<file path="config.mk">
export PLATFORM = sky130hd
export DESIGN_NAME = timer_delay_planner_core
export DESIGN_NICKNAME = d
export VERILOG_FILES = /design/src/hdl/tdp_pkg.sv /design/src/hdl/tdp_div.sv /design/src/hdl/tdp_ctrl.sv /design/src/hdl/tdp_datapath.sv /design/src/hdl/timer_delay_planner_core.sv
export SDC_FILE = /design/constraint.sdc
export NUM_CORES = 1
export LEC_CHECK = 0
export ABC_CLOCK_PERIOD_IN_PS = 28400
export BUFFER_PORTS_ARGS = -buffer_cell sky130_fd_sc_hd__buf_2
export CORE_MARGIN = 2
export CORE_UTILIZATION = 42
export CTS_CLUSTER_SIZE = 16
export DETAILED_ROUTE_END_ITERATION = 16
export PLACE_DENSITY = 0.69
export SETUP_SLACK_MARGIN = 0.15
export SLEW_MARGIN = 5
export SYNTH_ARGS = -nofsm -noshare
export SYNTH_HDL_FRONTEND = slang
export SYNTH_SLANG_ARGS = --single-unit
</file>
<file path="constraint.sdc">
create_clock -name clk -period 28.4 [get_ports clk]
set_input_delay 2.84 -clock clk [delete_from_list [all_inputs] [get_ports clk]]
set_output_delay 2.84 -clock clk [all_outputs]
set_load 0.02 [all_outputs]
</file>
<file path="src/hdl/tdp_pkg.sv">
`timescale 1ns / 1ps

package tdp_pkg;

    // fixed field widths
    localparam int DELAY_W   = 23;
    localparam int WRAPS_W   = 16;
    localparam int BYTE_W    = 8;
    localparam int CFG_IDX_W = 2;
    localparam int CFG_DAT_W = 4;

    // timer clock in MHz
    localparam int CLOCK_MHZ = 8;

    // fraction bits of the reciprocal used to divide by the clock
    localparam int TICK_FRAC_W = 16;

    // shared divider: 32 by 16 bits, four quotient bits per cycle
    localparam int DIVIDEND_W = 32;
    localparam int DIVISOR_W  = 16;
    localparam int DIV_STEPS  = DIVIDEND_W / 4;
    localparam int DIV_CNT_W  = $clog2(DIV_STEPS);

    // compare-match divisor search start
    localparam logic [BYTE_W-1:0] DIV_START   = 8'hFF;
    localparam logic [BYTE_W-1:0] COMPARE_FULL = 8'hFF;
    localparam logic [BYTE_W-1:0] COUNTER_BIAS = 8'd2;
    localparam int MS_TO_US = 1000;

    // configuration register indexes
    localparam logic [CFG_IDX_W-1:0] CFG_PRESCALE = 2'd0;
    localparam logic [CFG_IDX_W-1:0] CFG_POSTSCALE = 2'd1;
    localparam logic [CFG_IDX_W-1:0] CFG_MODE     = 2'd2;
    localparam logic [CFG_IDX_W-1:0] CFG_HANDLER  = 2'd3;

    // timing modes
    localparam logic [1:0] MODE_NORMAL  = 2'd0;
    localparam logic [1:0] MODE_COMPARE = 2'd1;

    // item kinds on the input tuser
    localparam logic FUNC_START = 1'b0;
    localparam logic FUNC_INTR  = 1'b1;

    // result kinds written by a commit
    localparam logic [1:0] KIND_ERR     = 2'd0;
    localparam logic [1:0] KIND_INTR    = 2'd1;
    localparam logic [1:0] KIND_NORMAL  = 2'd2;
    localparam logic [1:0] KIND_COMPARE = 2'd3;

    // divider operand selection
    localparam logic [1:0] SRC_TOTAL = 2'd1;
    localparam logic [1:0] SRC_FIRST = 2'd2;
    localparam logic [1:0] SRC_NEXT  = 2'd3;

    typedef struct packed {
        logic       latch_in;
        logic       start_div;
        logic [1:0] div_src;
        logic       save_total;
        logic       commit;
        logic [1:0] kind;
    } cmd_t;

    typedef struct packed {
        logic func;
        logic mode_bad;
        logic mode_cmp;
        logic div_busy;
        logic div_done;
        logic tick_zero;
        logic rem_zero;
        logic out_free;
    } stat_t;

    typedef struct packed {
        logic [WRAPS_W-1:0] wraps_needed;
        logic               fire;
        logic [BYTE_W-1:0]  compare_write_value;
        logic               compare_write_valid;
        logic [BYTE_W-1:0]  counter_write_value;
        logic               counter_write_valid;
        logic               status;
    } res_t;

endpackage

</file>
<file path="src/hdl/tdp_div.sv">
`timescale 1ns / 1ps

module tdp_div
(
    input  logic                              clk,
    input  logic                              rst_n,
    input  logic                              start,
    input  logic [tdp_pkg::DIVIDEND_W-1:0]    dividend,
    input  logic [tdp_pkg::DIVISOR_W-1:0]     divisor,
    output logic                              busy,
    output logic                              done,
    output logic [tdp_pkg::DIVIDEND_W-1:0]    quotient,
    output logic [tdp_pkg::DIVISOR_W-1:0]     remainder
);

    logic                             busy_reg;
    logic                             done_reg;
    logic [tdp_pkg::DIV_CNT_W-1:0]    cnt_reg;
    logic [tdp_pkg::DIVIDEND_W-1:0]   quot_reg;
    logic [tdp_pkg::DIVIDEND_W-1:0]   quot_next;
    logic [tdp_pkg::DIVISOR_W-1:0]    rem_reg;
    logic [tdp_pkg::DIVISOR_W-1:0]    rem_next;
    logic [tdp_pkg::DIVISOR_W-1:0]    dsr_reg;

    // four restoring steps per cycle, dividend shifts out as quotient shifts in
    always_comb
    begin
        logic [tdp_pkg::DIVISOR_W:0]     r;
        logic [tdp_pkg::DIVIDEND_W-1:0]  q;
        r = {1'b0, rem_reg};
        q = quot_reg;
        for (int i = 0; i < 4; i++)
        begin
            r = {r[tdp_pkg::DIVISOR_W-1:0], q[tdp_pkg::DIVIDEND_W-1]};
            q = {q[tdp_pkg::DIVIDEND_W-2:0], 1'b0};
            if (r >= {1'b0, dsr_reg})
            begin
                r    = r - {1'b0, dsr_reg};
                q[0] = 1'b1;
            end
        end
        rem_next  = r[tdp_pkg::DIVISOR_W-1:0];
        quot_next = q;
    end

    // control
    always_ff @(posedge clk or negedge rst_n)
    begin
        if (!rst_n)
        begin
            busy_reg <= 1'b0;
            done_reg <= 1'b0;
            cnt_reg  <= '0;
        end
        else
        begin
            done_reg <= 1'b0;
            if (start)
            begin
                busy_reg <= 1'b1;
                cnt_reg  <= '0;
            end
            else if (busy_reg)
            begin
                cnt_reg <= cnt_reg + tdp_pkg::DIV_CNT_W'(1);
                if (cnt_reg == tdp_pkg::DIV_CNT_W'(tdp_pkg::DIV_STEPS - 1))
                begin
                    busy_reg <= 1'b0;
                    done_reg <= 1'b1;
                end
            end
        end
    end

    // operands and partial results
    always_ff @(posedge clk)
    begin
        if (start)
        begin
            rem_reg  <= '0;
            quot_reg <= dividend;
            dsr_reg  <= divisor;
        end
        else if (busy_reg)
        begin
            rem_reg  <= rem_next;
            quot_reg <= quot_next;
        end
    end

    assign busy      = busy_reg;
    assign done      = done_reg;
    assign quotient  = quot_reg;
    assign remainder = rem_reg;

endmodule

</file>
<file path="src/hdl/tdp_ctrl.sv">
`timescale 1ns / 1ps

module tdp_ctrl
(
    input  logic           clk,
    input  logic           rst_n,
    input  logic           in_valid,
    output logic           in_ready,
    input  tdp_pkg::stat_t stat,
    output tdp_pkg::cmd_t  cmd
);

    localparam logic [2:0] ST_IDLE        = 3'd0;
    localparam logic [2:0] ST_DISPATCH    = 3'd1;
    localparam logic [2:0] ST_WAIT_TOTAL  = 3'd3;
    localparam logic [2:0] ST_WAIT_SEARCH = 3'd4;
    localparam logic [2:0] ST_COMMIT      = 3'd5;

    logic [2:0] state_reg;
    logic [2:0] state_next;
    logic [1:0] kind_reg;
    logic [1:0] kind_next;

    // next state and commands
    always_comb
    begin
        state_next = state_reg;
        kind_next  = kind_reg;
        cmd        = '0;
        unique case (state_reg)
            ST_IDLE:
            begin
                if (in_valid)
                begin
                    cmd.latch_in = 1'b1;
                    state_next   = ST_DISPATCH;
                end
            end
            ST_DISPATCH:
            begin
                priority if (stat.func == tdp_pkg::FUNC_INTR)
                begin
                    kind_next  = tdp_pkg::KIND_INTR;
                    state_next = ST_COMMIT;
                end
                else if (stat.mode_bad)
                begin
                    kind_next  = tdp_pkg::KIND_ERR;
                    state_next = ST_COMMIT;
                end
                else if (stat.tick_zero)
                begin
                    kind_next  = tdp_pkg::KIND_ERR;
                    state_next = ST_COMMIT;
                end
                else
                begin
                    cmd.start_div = 1'b1;
                    cmd.div_src   = tdp_pkg::SRC_TOTAL;
                    state_next    = ST_WAIT_TOTAL;
                end
            end
            ST_WAIT_TOTAL:
            begin
                if (stat.div_done)
                begin
                    cmd.save_total = 1'b1;
                    if (stat.mode_cmp)
                    begin
                        cmd.start_div = 1'b1;
                        cmd.div_src   = tdp_pkg::SRC_FIRST;
                        state_next    = ST_WAIT_SEARCH;
                    end
                    else
                    begin
                        kind_next  = tdp_pkg::KIND_NORMAL;
                        state_next = ST_COMMIT;
                    end
                end
            end
            ST_WAIT_SEARCH:
            begin
                if (stat.div_done)
                begin
                    if (stat.rem_zero)
                    begin
                        kind_next  = tdp_pkg::KIND_COMPARE;
                        state_next = ST_COMMIT;
                    end
                    else
                    begin
                        cmd.start_div = 1'b1;
                        cmd.div_src   = tdp_pkg::SRC_NEXT;
                    end
                end
            end
            ST_COMMIT:
            begin
                cmd.kind = kind_reg;
                if (stat.out_free)
                begin
                    cmd.commit = 1'b1;
                    state_next = ST_IDLE;
                end
            end
            default:
            begin
                state_next = ST_IDLE;
            end
        endcase
    end

    // state registers
    always_ff @(posedge clk or negedge rst_n)
    begin
        if (!rst_n)
        begin
            state_reg <= ST_IDLE;
            kind_reg  <= tdp_pkg::KIND_ERR;
        end
        else
        begin
            state_reg <= state_next;
            kind_reg  <= kind_next;
        end
    end

    assign in_ready = (state_reg == ST_IDLE);

endmodule

</file>
<file path="src/hdl/tdp_datapath.sv">
`timescale 1ns / 1ps

module tdp_datapath
#(
    parameter int CLOCK_MHZ = tdp_pkg::CLOCK_MHZ
)
(
    input  logic                            clk,
    input  logic                            rst_n,
    input  logic                            cfg_we,
    input  logic [tdp_pkg::CFG_IDX_W-1:0]   cfg_idx,
    input  logic [tdp_pkg::CFG_DAT_W-1:0]   cfg_dat,
    input  logic                            in_func,
    input  logic [tdp_pkg::DELAY_W-1:0]     in_delay,
    input  tdp_pkg::cmd_t                   cmd,
    output tdp_pkg::stat_t                  stat,
    input  logic                            out_ready,
    output logic                            out_valid,
    output tdp_pkg::res_t                   out_res
);

    // rounded-up reciprocal of the clock, exact for numerators up to 1024
    localparam int TICK_RECIP = ((1 << tdp_pkg::TICK_FRAC_W) + CLOCK_MHZ - 1) / CLOCK_MHZ;

    // configuration
    logic [1:0] prescale_reg;
    logic [3:0] postscale_reg;
    logic [1:0] mode_reg;
    logic       handler_reg;

    // item and working values
    logic                             func_reg;
    logic [tdp_pkg::DIVIDEND_W-1:0]   prod_reg;
    logic [tdp_pkg::DIVIDEND_W-1:0]   total_reg;
    logic [tdp_pkg::BYTE_W-1:0]       div_reg;

    // planner state
    logic [tdp_pkg::WRAPS_W-1:0] req_reg;
    logic [tdp_pkg::WRAPS_W-1:0] req_next;
    logic [tdp_pkg::BYTE_W-1:0]  reload_reg;
    logic [tdp_pkg::BYTE_W-1:0]  reload_next;
    logic [tdp_pkg::WRAPS_W-1:0] icnt_reg;
    logic [tdp_pkg::WRAPS_W-1:0] icnt_next;

    // output register
    logic          out_valid_reg;
    tdp_pkg::res_t res_reg;
    tdp_pkg::res_t res_next;

    // divider connections
    logic [tdp_pkg::DIVIDEND_W-1:0] dvd;
    logic [tdp_pkg::DIVISOR_W-1:0]  dsr;
    logic                           div_busy;
    logic                           div_done;
    logic [tdp_pkg::DIVIDEND_W-1:0] div_quot;
    logic [tdp_pkg::DIVISOR_W-1:0]  div_rem;

    logic [4:0]                     post_p1;
    logic [2:0]                     pre_shift;
    logic [10:0]                    tick_num;
    logic [27:0]                    tick_prod;
    logic [10:0]                    tick_val;
    logic [tdp_pkg::DIVIDEND_W-1:0] prod_full;
    logic [tdp_pkg::BYTE_W-1:0]     div_dec;

    // configuration writes
    always_ff @(posedge clk or negedge rst_n)
    begin
        if (!rst_n)
        begin
            prescale_reg  <= '0;
            postscale_reg <= '0;
            mode_reg      <= '0;
            handler_reg   <= 1'b0;
        end
        else if (cfg_we)
        begin
            unique case (cfg_idx)
                tdp_pkg::CFG_PRESCALE:  prescale_reg  <= cfg_dat[1:0];
                tdp_pkg::CFG_POSTSCALE: postscale_reg <= cfg_dat;
                tdp_pkg::CFG_MODE:      mode_reg      <= cfg_dat[1:0];
                tdp_pkg::CFG_HANDLER:   handler_reg   <= cfg_dat[0];
                default:                ;
            endcase
        end
    end

    // tick numerator: prescaler * (postscale + 1) * 4, prescaler is a power of two
    assign post_p1   = {1'b0, postscale_reg} + 5'd1;
    assign pre_shift = (prescale_reg == 2'd0) ? 3'd2 : ({1'b0, prescale_reg} + 3'd3);
    assign tick_num  = 11'(post_p1) << pre_shift;

    // tick time in us: numerator over the clock, by reciprocal multiplication
    assign tick_prod = 28'(tick_num) * 28'(TICK_RECIP);
    assign tick_val  = tick_prod[tdp_pkg::TICK_FRAC_W+10:tdp_pkg::TICK_FRAC_W];

    // delay in microseconds, wraps at 32 bits
    assign prod_full = {{(tdp_pkg::DIVIDEND_W - tdp_pkg::DELAY_W){1'b0}}, in_delay}
                       * tdp_pkg::DIVIDEND_W'(tdp_pkg::MS_TO_US);

    assign div_dec = div_reg - 8'd1;

    // divider operand select
    always_comb
    begin
        unique case (cmd.div_src)
            tdp_pkg::SRC_TOTAL:
            begin
                dvd = prod_reg;
                dsr = tdp_pkg::DIVISOR_W'(tick_val);
            end
            tdp_pkg::SRC_FIRST:
            begin
                dvd = div_quot;
                dsr = tdp_pkg::DIVISOR_W'(tdp_pkg::DIV_START);
            end
            default:
            begin
                dvd = total_reg;
                dsr = tdp_pkg::DIVISOR_W'(div_dec);
            end
        endcase
    end

    tdp_div u_div
    (
        .clk       (clk),
        .rst_n     (rst_n),
        .start     (cmd.start_div),
        .dividend  (dvd),
        .divisor   (dsr),
        .busy      (div_busy),
        .done      (div_done),
        .quotient  (div_quot),
        .remainder (div_rem)
    );

    // working registers
    always_ff @(posedge clk)
    begin
        if (cmd.latch_in)
        begin
            func_reg <= in_func;
            prod_reg <= prod_full;
        end
        if (cmd.save_total)
        begin
            total_reg <= div_quot;
        end
        if (cmd.start_div && cmd.div_src == tdp_pkg::SRC_FIRST)
        begin
            div_reg <= tdp_pkg::DIV_START;
        end
        else if (cmd.start_div && cmd.div_src == tdp_pkg::SRC_NEXT)
        begin
            div_reg <= div_dec;
        end
    end

    // result and state update at commit
    always_comb
    begin
        req_next    = req_reg;
        reload_next = reload_reg;
        icnt_next   = icnt_reg;
        res_next    = '0;
        unique case (cmd.kind)
            tdp_pkg::KIND_ERR:
            begin
                res_next.status = 1'b1;
            end
            tdp_pkg::KIND_INTR:
            begin
                if (handler_reg)
                begin
                    icnt_next = icnt_reg + 16'd1;
                    if (icnt_reg == req_reg)
                    begin
                        icnt_next                    = '0;
                        res_next.counter_write_valid = 1'b1;
                        res_next.counter_write_value = reload_reg + tdp_pkg::COUNTER_BIAS;
                        res_next.fire                = 1'b1;
                    end
                end
            end
            tdp_pkg::KIND_NORMAL:
            begin
                req_next    = total_reg[tdp_pkg::WRAPS_W+7:8];
                reload_next = 8'd0 - total_reg[7:0];
                res_next.counter_write_valid = 1'b1;
                res_next.counter_write_value = reload_next + tdp_pkg::COUNTER_BIAS;
                res_next.compare_write_valid = 1'b1;
                res_next.compare_write_value = tdp_pkg::COMPARE_FULL;
            end
            default:
            begin
                req_next    = div_quot[tdp_pkg::WRAPS_W-1:0];
                reload_next = div_dec;
                res_next.counter_write_valid = 1'b1;
                res_next.counter_write_value = tdp_pkg::COUNTER_BIAS;
                res_next.compare_write_valid = 1'b1;
                res_next.compare_write_value = div_dec;
            end
        endcase
        res_next.wraps_needed = req_next;
    end

    // planner state
    always_ff @(posedge clk or negedge rst_n)
    begin
        if (!rst_n)
        begin
            req_reg    <= '0;
            reload_reg <= '0;
            icnt_reg   <= '0;
        end
        else if (cmd.commit)
        begin
            req_reg    <= req_next;
            reload_reg <= reload_next;
            icnt_reg   <= icnt_next;
        end
    end

    // output register
    always_ff @(posedge clk or negedge rst_n)
    begin
        if (!rst_n)
        begin
            out_valid_reg <= 1'b0;
        end
        else if (cmd.commit)
        begin
            out_valid_reg <= 1'b1;
        end
        else if (out_ready)
        begin
            out_valid_reg <= 1'b0;
        end
    end

    always_ff @(posedge clk)
    begin
        if (cmd.commit)
        begin
            res_reg <= res_next;
        end
    end

    // status to the controller
    assign stat.func      = func_reg;
    assign stat.mode_bad  = (mode_reg != tdp_pkg::MODE_NORMAL)
                            && (mode_reg != tdp_pkg::MODE_COMPARE);
    assign stat.mode_cmp  = (mode_reg == tdp_pkg::MODE_COMPARE);
    assign stat.div_busy  = div_busy;
    assign stat.div_done  = div_done;
    assign stat.tick_zero = (tick_val == '0);
    assign stat.rem_zero  = (div_rem == '0);
    assign stat.out_free  = !out_valid_reg || out_ready;

    assign out_valid = out_valid_reg;
    assign out_res   = res_reg;

endmodule

</file>
<file path="src/hdl/timer_delay_planner_core.sv">
`timescale 1ns / 1ps

// Timer delay planner: one result per input transaction, in order. The tick time
// comes from the prescaler, postscaler and clock in the same cycle by a reciprocal
// multiplication. An interrupt transaction or a rejected start goes from dispatch
// straight to commit. A start in normal mode needs one pass of the shared radix-16
// divider (total ticks) before its commit. In compare-match mode the same divider
// then tests divisors from 255 downward, one pass per divisor, until one divides
// the total. One transaction is in work at a time; a finished result waits in the
// output register while the next transaction is accepted, and a result still held
// there stalls the commit of the next one.
// Configuration writes are always ready.

module timer_delay_planner_core
#(
    parameter int CLOCK_MHZ = tdp_pkg::CLOCK_MHZ
)
(
    input  logic                              clk,
    input  logic                              rst_n,
    // slave stream
    input  logic                              s_tvalid,
    output logic                              s_tready,
    input  logic [23:0]                       s_tdata,  // delay[22:0], zero pad
    input  logic                              s_tuser,  // func
    // master stream
    output logic                              m_tvalid,
    input  logic                              m_tready,
    // status, counter_write_valid, counter_write_value[7:0], compare_write_valid,
    // compare_write_value[7:0], fire, wraps_needed[15:0], zero pad
    output logic [39:0]                       m_tdata,
    // configuration write
    input  logic                              cfg_valid,
    output logic                              cfg_ready,
    input  logic [tdp_pkg::CFG_IDX_W-1:0]     cfg_index,
    input  logic [tdp_pkg::CFG_DAT_W-1:0]     cfg_data
);

    tdp_pkg::cmd_t  cmd;
    tdp_pkg::stat_t stat;
    tdp_pkg::res_t  res;

    assign cfg_ready = 1'b1;

    tdp_ctrl u_ctrl
    (
        .clk      (clk),
        .rst_n    (rst_n),
        .in_valid (s_tvalid),
        .in_ready (s_tready),
        .stat     (stat),
        .cmd      (cmd)
    );

    tdp_datapath
    #(
        .CLOCK_MHZ (CLOCK_MHZ)
    )
    u_datapath
    (
        .clk       (clk),
        .rst_n     (rst_n),
        .cfg_we    (cfg_valid && cfg_ready),
        .cfg_idx   (cfg_index),
        .cfg_dat   (cfg_data),
        .in_func   (s_tuser),
        .in_delay  (s_tdata[tdp_pkg::DELAY_W-1:0]),
        .cmd       (cmd),
        .stat      (stat),
        .out_ready (m_tready),
        .out_valid (m_tvalid),
        .out_res   (res)
    );

    // result packing, lowest field first
    assign m_tdata = {4'b0, res};

`ifndef SYNTHESIS
    // an accepted transaction takes the controller out of idle
    a_busy_after_accept: assert property (@(posedge clk) disable iff (!rst_n)
        s_tvalid && s_tready |=> !s_tready)
        else $error("input accepted twice in a row");

    // a commit never overwrites a result that is still waiting
    a_commit_free: assert property (@(posedge clk) disable iff (!rst_n)
        cmd.commit |-> stat.out_free)
        else $error("commit into a full output register");

    // the divider is only started when idle
    a_div_idle: assert property (@(posedge clk) disable iff (!rst_n)
        cmd.start_div |-> !stat.div_busy)
        else $error("divider restarted while busy");

    // a commit shows up as a valid result next cycle
    a_commit_shows: assert property (@(posedge clk) disable iff (!rst_n)
        cmd.commit |=> m_tvalid)
        else $error("committed result not presented");
`endif

endmodule

</file>
==> reports/metrics.cfg <==
[synth]
synth_area_um2 = 16100
largest_family_of_logic_cells_by_synthesized_area = adder cells
synth_enable_flop_cells = 138
synth-seq-area-share = 0.381
synthMuxAreaShare = 0.0629
postSynth.topFlopCell = edfxtp_1
fraction_of_post_synthesis_cell_area_in_the_top_cell_type_by_area = 0.258
synth_compound_gate_area_share = 0.137
share_of_flip_flops_with_an_asynchronous_set_or_reset = 0.270
synth_seq_cells = 222
synth.area.top_cells = edfxtp_1 (26%), fa_1 (11%), dfrtp_1 (9.3%)
yosysTopAreaCell = edfxtp_1
synthAdderAreaFrac = 0.191
simple_logic_cell_fraction_of_the_synthesized_area = 0.139
synth_xor_xnor_area_share = 0.0561
synthesis.area_per_instance_um2 = 10.4
ys_types = 86
post_synth_inst_count = 1553
ys_warn_count = 0

[floorplanning]
floorplan.die.height_um = 200
die_w_um = 200
start_util = 0.427
core_area_um2 = 37700
dieArea_um2 = 39900
cell_rows = 71
pin_count = 79

[cts]
post_cts_resize_count = 0
insertion_delay_ps = 540
cts_root_buffer = clkbuf_16
tritoncts = yes
cts_hold_buf = 0
cts_sink_cnt = 222
post_cts_buffers = 0
cts.reportedPaths.clkPinSlew_ps = 60
cts-htree-levels = 1
max-clock-path-buffers = 3
cts_buffers = 24

[sta]
setup_ws_post_layout_ps = 16190
finalClockSkew_ps = 15.6
layout_worst_path_cycle_share = 0.430
slew-limit-headroom = 0.213
timing_max_transition_violations_final = 0
grt_setup_unrepaired = no
max_freq_mhz = 81.9
setup_viol_count_final = 0
layout_min_cycle_time_ps = 12210
setup_total_negative_slack_ps = 0
final_hold_viol_count = 0
worst_pin_slew_ps = 1180
whs_ps = 446

[critical_path]
crit_required_ps = 28810
worstReg2RegEnd = u_datapath.u_div.remainder[3]
setup.reg_to_reg.worst_slack_ps = 16190
timing.reg2reg.worst_path_depth = 45
worstSetupEndpointType = register
r2r-start = u_datapath.u_div.dsr_reg[1]
critical_path.max_stage_delay_ps = 510
critical_path_class = reg2reg
timing.critical_path.from_type = register
critical_path_arrival_ps = 12610
slowest_stage = or3_1
cp_max_fo = 14

[finish]
largest_reg_flops = 36
flow.area_growth_from_synthesis_pct = 10.1
drive_gt1_frac = 0.103
design.final.nets = 1838
num_antenna_cells = 0
fillCellCount = 3534

[routing]
drc = 0
routed_wl_um = 35700
drt_iter0_drc = 742
wire_per_inst_um = 16.7
first_pass_iters = 5
routed-via-count = 11808
detail-route-antenna-nets = 0
vias_per_cell = 5.53

[hold_path]
hold_depth = 0
hold_path_class = reg2reg
worst_hold_path.endpoint = u_datapath.total_reg[18]
hold_path_startpoint = u_datapath.u_div.quotient[18]

[global_route]
globalRouteTotalUtil = 0.180
grt_max_degree = 66
grt_antenna_before_repair = 0
grt_first_pass_wirelength_um = 58300
vias_in_the_first_global_route = 11232
overflow_left_after_global_routing = 0

[placed_design]
gp_weighted_congestion = 0.875
hpwlAfterDp_um = 26900
portBuffers = 72
dpl_worst_slack_ps = 16330

[run]
cap_viol_max_count = 0

[outcome]
outcome = finished, final reports clean

-- area by class of cell --
cell class              count  area (um2)  share of cell area
multi-input cells        1202        9460               0.534
inverters                  79         297              0.0167
clock buffers              30         633              0.0357
clock inverters            13         145             0.00820
repair buffers             79         413              0.0233
well taps                 511         639              0.0361
flip-flops and latches    222        6130               0.346
-- worst max path at each step --
stage / cells past startpoint / start / endpoint
floorplan: 49 / u_datapath.u_div.dsr_reg[1] / u_datapath.u_div.remainder[7]
CTS: 45 / u_datapath.u_div.dsr_reg[1] / u_datapath.u_div.remainder[0]
global route: 45 / u_datapath.u_div.dsr_reg[1] / u_datapath.u_div.remainder[3]
finish: 45 / u_datapath.u_div.dsr_reg[1] / u_datapath.u_div.remainder[3]
detailed placement: 45 / u_datapath.u_div.dsr_reg[1] / u_datapath.u_div.remainder[0]
global placement: 45 / u_datapath.u_div.dsr_reg[1] / u_datapath.u_div.remainder[0]
-- cells in the mapped netlist (14+ instances only) --
cell / n
nor2b_1: 22
and3_1: 16
xor2_1: 48
dfrtp_1: 60
mux2i_1: 64
nand2_1: 132
dfxtp_1: 24
fa_1: 86
o21a_1: 15
clkbuf_1: 38
nor2_1: 131
inv_1: 77
a21oi_1: 114
o21ai_0: 84
xnor2_1: 55
nor3_1: 33
or3_1: 14
mux2_2: 31
edfxtp_1: 138
a21o_1: 16
nand3_1: 28
a211oi_1: 22
ha_1: 108
-- kinds of logic (layout without fill, tap and decap cells) --
family	Yosys count	in the layout
compound gates	346	346
xor+xnor	103	103
fa+ha+maj	194	194
buf+inv	132	201
flops	222	222
mux	97	97
other cells	2	5
simple gates	457	457
-- through the flow --
stage | instances | util | area (um2)
4_1_cts | 2136 | 0.470 | 17700
6_report | 2136 | 0.470 | 17700
2_1_floorplan | 1556 | - | 16100
3_5_place_dp | 2093 | 0.450 | 16900
3_3_place_gp | 2093 | 0.450 | 16900
5_1_grt | 2136 | 0.470 | 17700
-- critical path, delay by kind of cell (launching register included) --
| kind | cells | cell delay [ps] |
|---|---|---|
| muxes | 2 | 410 |
| AOI/OAI and AO/OA | 23 | 5750 |
| adders and majority gates | 4 | 1240 |
| and+or+nand+nor | 14 | 3780 |
| DFF | 1 | 460 |
| buffers and inverters | 2 | 390 |
-- per-layer routing --
| metal | wire length, um | global-route usage | share of wire | vias up |
|---|---|---|---|---|
| met4 | 600 | 0.0340 | 0.017 | 0 |
| met3 | 1710 | 0.0191 | 0.048 | 42 |
| met1 | 17000 | 0.263 | 0.48 | 5761 |
| met2 | 16400 | 0.292 | 0.46 | 311 |
| li1 | - | - | - | 5694 |
| met5 | 0 | 0 | 0 | - |
-- cells in the final DEF, fill, tap and decap left out, types with 14 or more instances in the layout --
| master | count |
|---|---|
| a21o_1 | 16 |
| xnor2_1 | 55 |
| clkbuf_16 | 24 |
| fa_1 | 86 |
| buf_2 | 72 |
| inv_1 | 77 |
| dfxtp_1 | 24 |
| dfrtp_1 | 60 |
| o21ai_0 | 84 |
| ha_1 | 107 |
| a21oi_1 | 113 |
| or3_1 | 14 |
| a211oi_1 | 22 |
| nor3_1 | 33 |
| xor2_1 | 48 |
| o21a_1 | 15 |
| and3_1 | 16 |
| edfxtp_1 | 138 |
| nor2_1 | 130 |
| mux2_2 | 31 |
| nor2b_1 | 22 |
| mux2i_1 | 64 |
| nand3_1 | 28 |
| nand2_1 | 132 |
Power is left out: the tool's default activity adds up to more than one toggle a clock period on the data nets, which glitch-free logic cannot reach.
